[src/rtl/fft_pkg.sv]
package fft_pkg;
	localparam int POINTS = 64;
	localparam int AW = $clog2(POINTS);
	localparam int SW = $clog2(AW + 1);
	localparam int DW = 24;
	localparam int TW = 16;
	localparam int QDEPTH = 4;
	localparam int QAW = $clog2(QDEPTH);
	localparam logic signed [DW-1:0] MAG_MAX = 24'sh7FFFFF;
	localparam logic signed [DW-1:0] MAG_MIN = -24'sh800000;

	typedef struct packed {
		logic signed [DW-1:0] re;
		logic signed [DW-1:0] im;
	} cplx_t;

	typedef struct packed {
		logic signed [15:0] re;
		logic signed [15:0] im;
		logic               inv;
	} qitem_t;

	typedef enum logic [2:0] {
		ST_LOAD, ST_BF_RD, ST_BF_A, ST_BF_B, ST_BF_MUL, ST_BF_WR, ST_EMIT_RD, ST_EMIT_OUT
	} state_t;

	// round(32768*cos(pi*k/32)), +1.0 saturated
	function automatic logic signed [TW-1:0] qcos(input logic [4:0] k);
		logic signed [TW-1:0] v;
		case (k)
			5'd0: v = 16'sd32767;
			5'd1: v = 16'sd32610;
			5'd2: v = 16'sd32138;
			5'd3: v = 16'sd31357;
			5'd4: v = 16'sd30274;
			5'd5: v = 16'sd28899;
			5'd6: v = 16'sd27246;
			5'd7: v = 16'sd25330;
			5'd8: v = 16'sd23170;
			5'd9: v = 16'sd20788;
			5'd10: v = 16'sd18205;
			5'd11: v = 16'sd15447;
			5'd12: v = 16'sd12540;
			5'd13: v = 16'sd9512;
			5'd14: v = 16'sd6393;
			5'd15: v = 16'sd3212;
			default: v = 16'sd0;
		endcase
		return v;
	endfunction

	// twiddle for table index j (0..31) scaled to POINTS
	function automatic logic signed [2*TW-1:0] twiddle(input logic [4:0] j);
		logic [4:0] kk;
		logic signed [TW-1:0] c, s;
		kk = 5'((int'(j) * (64 / POINTS)) & 31);
		if (kk <= 5'd16) begin
			c = qcos(kk);
			s = qcos(5'(5'd16 - kk));
		end else begin
			c = -qcos(5'(6'd32 - {1'b0, kk}));
			s = qcos(5'(kk - 5'd16));
		end
		return {c, s};
	endfunction

	function automatic logic signed [DW-1:0] sat24(input logic signed [47:0] v);
		logic signed [DW-1:0] r;
		if (v > 48'(MAG_MAX)) r = MAG_MAX;
		else if (v < 48'(MAG_MIN)) r = MAG_MIN;
		else r = v[DW-1:0];
		return r;
	endfunction
endpackage

[src/rtl/fft_front.sv]
module fft_front import fft_pkg::*; (
	input  logic              clk,
	input  logic              arst_n,
	input  logic              valid,
	output logic              ready,
	input  logic signed [15:0] sample_re,
	input  logic signed [15:0] sample_im,
	input  logic              inv,
	output logic              q_valid,
	input  logic              q_pop,
	output qitem_t            q_item
);
	qitem_t mem_q [QDEPTH];
	logic [QAW:0] wp_q, rp_q;
	logic push;

	assign ready   = (wp_q - rp_q) != (QAW+1)'(QDEPTH);
	assign push    = valid && ready;
	assign q_valid = wp_q != rp_q;
	assign q_item  = mem_q[rp_q[QAW-1:0]];

	// store the sample with the inverse flag seen at transfer
	always_ff @(posedge clk) begin
		if (push) mem_q[wp_q[QAW-1:0]] <= '{re: sample_re, im: sample_im, inv: inv};
	end

	// advance pointers
	always_ff @(posedge clk or negedge arst_n) begin
		if (!arst_n) begin
			wp_q <= '0;
			rp_q <= '0;
		end else begin
			if (push) wp_q <= wp_q + 1'b1;
			if (q_pop && q_valid) rp_q <= rp_q + 1'b1;
		end
	end
endmodule

[config.mk]
export PLATFORM = sky130hd
export DESIGN_NAME = fft_front
export DESIGN_NICKNAME = d
export VERILOG_FILES = /design/src/rtl/fft_pkg.sv /design/src/rtl/fft_front.sv
export SDC_FILE = /design/constraint.sdc
export NUM_CORES = 1
export LEC_CHECK = 0
export BUFFER_PORTS_ARGS = -buffer_cell sky130_fd_sc_hd__buf_2
export CAP_MARGIN = 20
export CORE_ASPECT_RATIO = 0.75
export CORE_UTILIZATION = 25
export DETAILED_ROUTE_END_ITERATION = 16
export PLACE_DENSITY = 0.46
export SETUP_SLACK_MARGIN = 0.4
export SYNTH_ARGS = -nofsm -noshare
export SYNTH_HDL_FRONTEND = slang
export SYNTH_SLANG_ARGS = --single-unit
export TNS_END_PERCENT = 30
[constraint.sdc]
create_clock -name clk -period 7.5 [get_ports clk]
set_input_delay 1.125 -clock clk [delete_from_list [all_inputs] [get_ports clk]]
set_output_delay 1.125 -clock clk [all_outputs]
set_load 0.01 [all_outputs]
* After elaboration in Yosys (flattened, before gate mapping)
Memory sizes are Yosys's and may differ from the RTL's.
Cells that the tools add are included.
** Word-level totals
- Memories :: 1
- Output and inout port bits :: 35
- Bits in writable memories :: 132
- Flip-flop bits (word level) :: 6
- Input bits :: 37
** Memories
- mem_q :: words 4, bits a word 33, rd ports 1, clocked after Yosys merged registers in 0, wr ports 1, RTL line fft_front.sv:13 : qitem_t mem_q [QDEPTH];
** Operators by class
- Multiplexer cells :: 2
- Equality and inequality tests :: 2
- Add/sub/neg operators :: 3
- Reductions and logical operators :: 2
** Operators with widths (count)
- adder 3 x 1 -> 3 bit, second input constant :: 2
- != test 3 bit :: 1
- != test 3 bit, second input constant :: 1
- subtractor 3 bit :: 1
- logical AND 1 bit :: 2
- 2-to-1 mux 1 bit :: 2

* Logic depth before layout (Yosys ltp)
- Word-level depth :: 5
- Mapped depth :: 8
- Mapped depth without buffers :: 6

* Worst setup path after synthesis
OpenSTA, ideal clock, no wires.
- Kind :: reg2reg
- From :: register rp_q[1]
- To :: memory mem_q[3][0] (netlist bit) (enable)
- Clock period less this slack :: 3.024 ns
- Cell stages (with the launch flop) :: 8
- Buffers on the path :: 2
- Setup slack :: 4.476 ns
- Data required time :: 7.093 ns
- Setup time :: 0.407 ns
- Arrival time :: 2.617 ns
- Cells stage by stage :: dfrtp_1 clkbuf_1 buf_1 inv_1 ha_1 nor2b_1 xnor2_2 a31oi_2
** Between the ends
- Word-level cells in the longest chain between the ends :: 5
** RTL lines
- start, declared :: RTL line fft_front.sv:14 : logic [QAW:0] wp_q, rp_q;
- start signal, assigned :: RTL line fft_front.sv:34 : if (q_pop && q_valid) rp_q <= rp_q + 1'b1;
- subtractor 3 bit :: RTL line fft_front.sv:17 : assign ready = (wp_q - rp_q) != (QAW+1)'(QDEPTH);
- != test 3 bit :: RTL line fft_front.sv:17
- logical AND 1 bit :: RTL line fft_front.sv:18 : assign push = valid && ready;
- 2-to-1 mux 1 bit :: RTL line fft_front.sv:24 : if (push) mem_q[wp_q[QAW-1:0]] <= '{re: sample_re, im: sample_im, inv: inv};
- 2-to-1 mux 1 bit (implied by the code) :: RTL line fft_front.sv:24
- end, declared :: RTL line fft_front.sv:13
No other way between the ends.

==> metrics <==
placed wire-length estimate=6050 um; CP Max Fanout=21; CP Launch Type=flop; maximum clock frequency=285 MHz; final clock period utilization by the worst path=46.9%; Overall Global Routing Usage=10.1%; endpoint class of the critical path=output port; 1st-iter DRT viols=90; Critical Path RT=6.38 ns; setup_tns=0 ns; # hold bufs at CTS=0; WL/cell=17.8 um; Via Count=2,314; Seq cells post-synth=138; CTS tree=done; Core Box Area=20,300 sq um; final instance area=6460 sq um; proportion of netlist area held by the largest area contributor=76.7%; first-pass GRT wire length=15,300 um; WL final=10,100 um; Syn. warnings=0; Sinks on Clock Net=138; skew final=0.00771 ns; drc violations=0; CTS root buf=clkbuf_16; status=completed; Worst-path clk slew=0.05 ns; Layout Nets=337; post-synthesis area per instance=24.7 sq um; hold path depth=1; Num CTS Buffers=17; pin count of the biggest net entering global routing=37; Final setup viols=0; Syn Inst Count=209; max-slew violation count=0; post-synth net total=253; Data arrival, critical path=2.39 ns; main area contributors after synthesis=edfxtp_1 (77%), mux4_2 (14%), dfrtp_1 (2.9%); clock buffer depth=2; post-CTS setup buffers=0; RSZ-0062 raised after global routing=false; Hold WC Path Type=reg -> reg; initial antenna violation count=0; register area share after synthesis=79.6%; post_cts resized=0; Fin. Hold Viols=0; dominant synthesized flop cell=edfxtp_1; Post-synth top cells=edfxtp_1 (132), mux4_2 (33), ha_1 (7); Pwr Density=435 nW/um^2; distinct cell type count after synthesis=19; Leak Pwr=0.00221 uW; post-route setup slack=3.99 ns; CTS HTree Levels=4; routed vias/inst=4.10; Worst Max-Slew Pin Slew=0.931 ns; ys async rst share=4.35%; share of cells above drive strength 1=46.1%; most frequent cell after synthesis=edfxtp_1; routability cong.=0.656; PortBufs=71; row count=45; maximum vdd drop=145 uV; Hold WS=0.521 ns; Synth area leader=edfxtp_1; 1st-pass router iterations=4; io pins=72; R2R depth=6; GRT overflow=0; minimum clock period=3.51 ns; Die Height=127 um; Area after DPL=5840 sq um; Starting Density=25.5%; Final ANT Viol Nets=0; worst skew pair latency=0.41 ns; Die X-Extent=168 um; Fill cells=1,967; Rel. slew slack=37.9%; n_diodes=0; EDFF count, synth=132; Area Overhead vs Synth=24.9%; WS Path Type=reg -> out; synthesized cell area=5170 sq um; pre-CTS WS=4.27 ns; number of global-route vias before repair=2,651; die area=21,300 sq um; Max Cap Viol=0
[kinds of logic (layout without fill, tap and decap cells)]
| family | count (synthesis) | after routing | share of synthesized area [%] |
|---|---|---|---|
| multiplexers | 35 | 35 | 14.9 |
| XOR/XNOR | 6 | 6 | 1.31 |
| AO/OA/AOI/OAI | 2 | 2 | 0.653 |
| adder cells (fa/ha/maj) | 7 | 7 | 1.69 |
| flip-flops | 138 | 138 | 79.6 |
| AND/OR/NAND/NOR | 9 | 9 | 0.920 |
| buffers and inverters | 12 | 109 | 0.968 |
[registers in the layout, indices dropped and copies added, names as in the netlist]
name and cells:
rp_q 3, mem_q 132, wp_q 3
[stage by stage]
| step | power, uW | util [%] | cells |
|---|---|---|---|
| after CTS | 2870 | 31.9 | 564 |
| after detailed placement | 1990 | 28.8 | 532 |
| final | 2810 | 31.9 | 564 |
| after floorplan | 1670 | - | 209 |
| after global placement | 1980 | 28.8 | 532 |
| after global routing | 2970 | 31.9 | 564 |
[cell usage in the layout, fill, tap and decap left out]
| cell | n |
|---|---|
| nand2_1 | 2 |
| nand3_1 | 3 |
| mux4_2 | 33 |
| xnor2_1 | 3 |
| buf_2 | 71 |
| mux2_4 | 1 |
| buf_4 | 2 |
| a31oi_4 | 2 |
| edfxtp_1 | 132 |
| bufinv_16 | 5 |
| xor2_1 | 1 |
| dfrtp_2 | 2 |
| clkinv_1 | 4 |
| dfrtp_1 | 4 |
| nor2b_1 | 1 |
| mux2_2 | 1 |
| clkinv_2 | 2 |
| ha_1 | 7 |
| clkbuf_1 | 4 |
| xnor2_2 | 2 |
| and2_2 | 3 |
| clkbuf_16 | 17 |
| inv_1 | 4 |
[where the power goes]
group,internal (uW),switching (uW)
Combinational,364,404
Clock,584,287
Sequential,1060,110
Total,2010,802
[critical path: stages, from the launching register on]
cell and delay (ns):
dfrtp_2 0.72, buf_4 0.49, mux4_2 0.60, buf_2 0.17
[metal layers]
| metal | global-route usage, % | vias up | share of wire (%) |
|---|---|---|---|
| met4 | 3.53 | 0 | 0.78 |
| li1 | - | 1045 | - |
| met2 | 16.8 | 57 | 50 |
| met1 | 12.2 | 1204 | 44 |
| met3 | 3.59 | 8 | 5.2 |
| met5 | 0 | - | 0 |
[final timing paths]
path / slack (ns) / start / endpoint
max: 3.99 / rp_q[0] / q_item[23]
min: 0.52 / rp_q[2] / rp_q[2]
max reg2reg: 4.41 / rp_q[1] / mem_q[1][29]
min reg2reg: 0.52 / rp_q[2] / rp_q[2]
max in group asynchronous: 6.79 / arst_n / rp_q[0]
min in group asynchronous: 0.54 / arst_n / wp_q[0]
[layout make-up]
class	instances	area, sq um	share of cell area [%]
clock buffers	21	440	6.82
repair buffers	73	370	5.73
flip-flops and latches	138	4120	63.7
well taps	258	323	5.00
clock inverters	11	175	2.71
inverters	4	15.0	0.232
multi-input cells	59	1020	15.8
No activity file was read; power rests on OpenSTA's default activity.
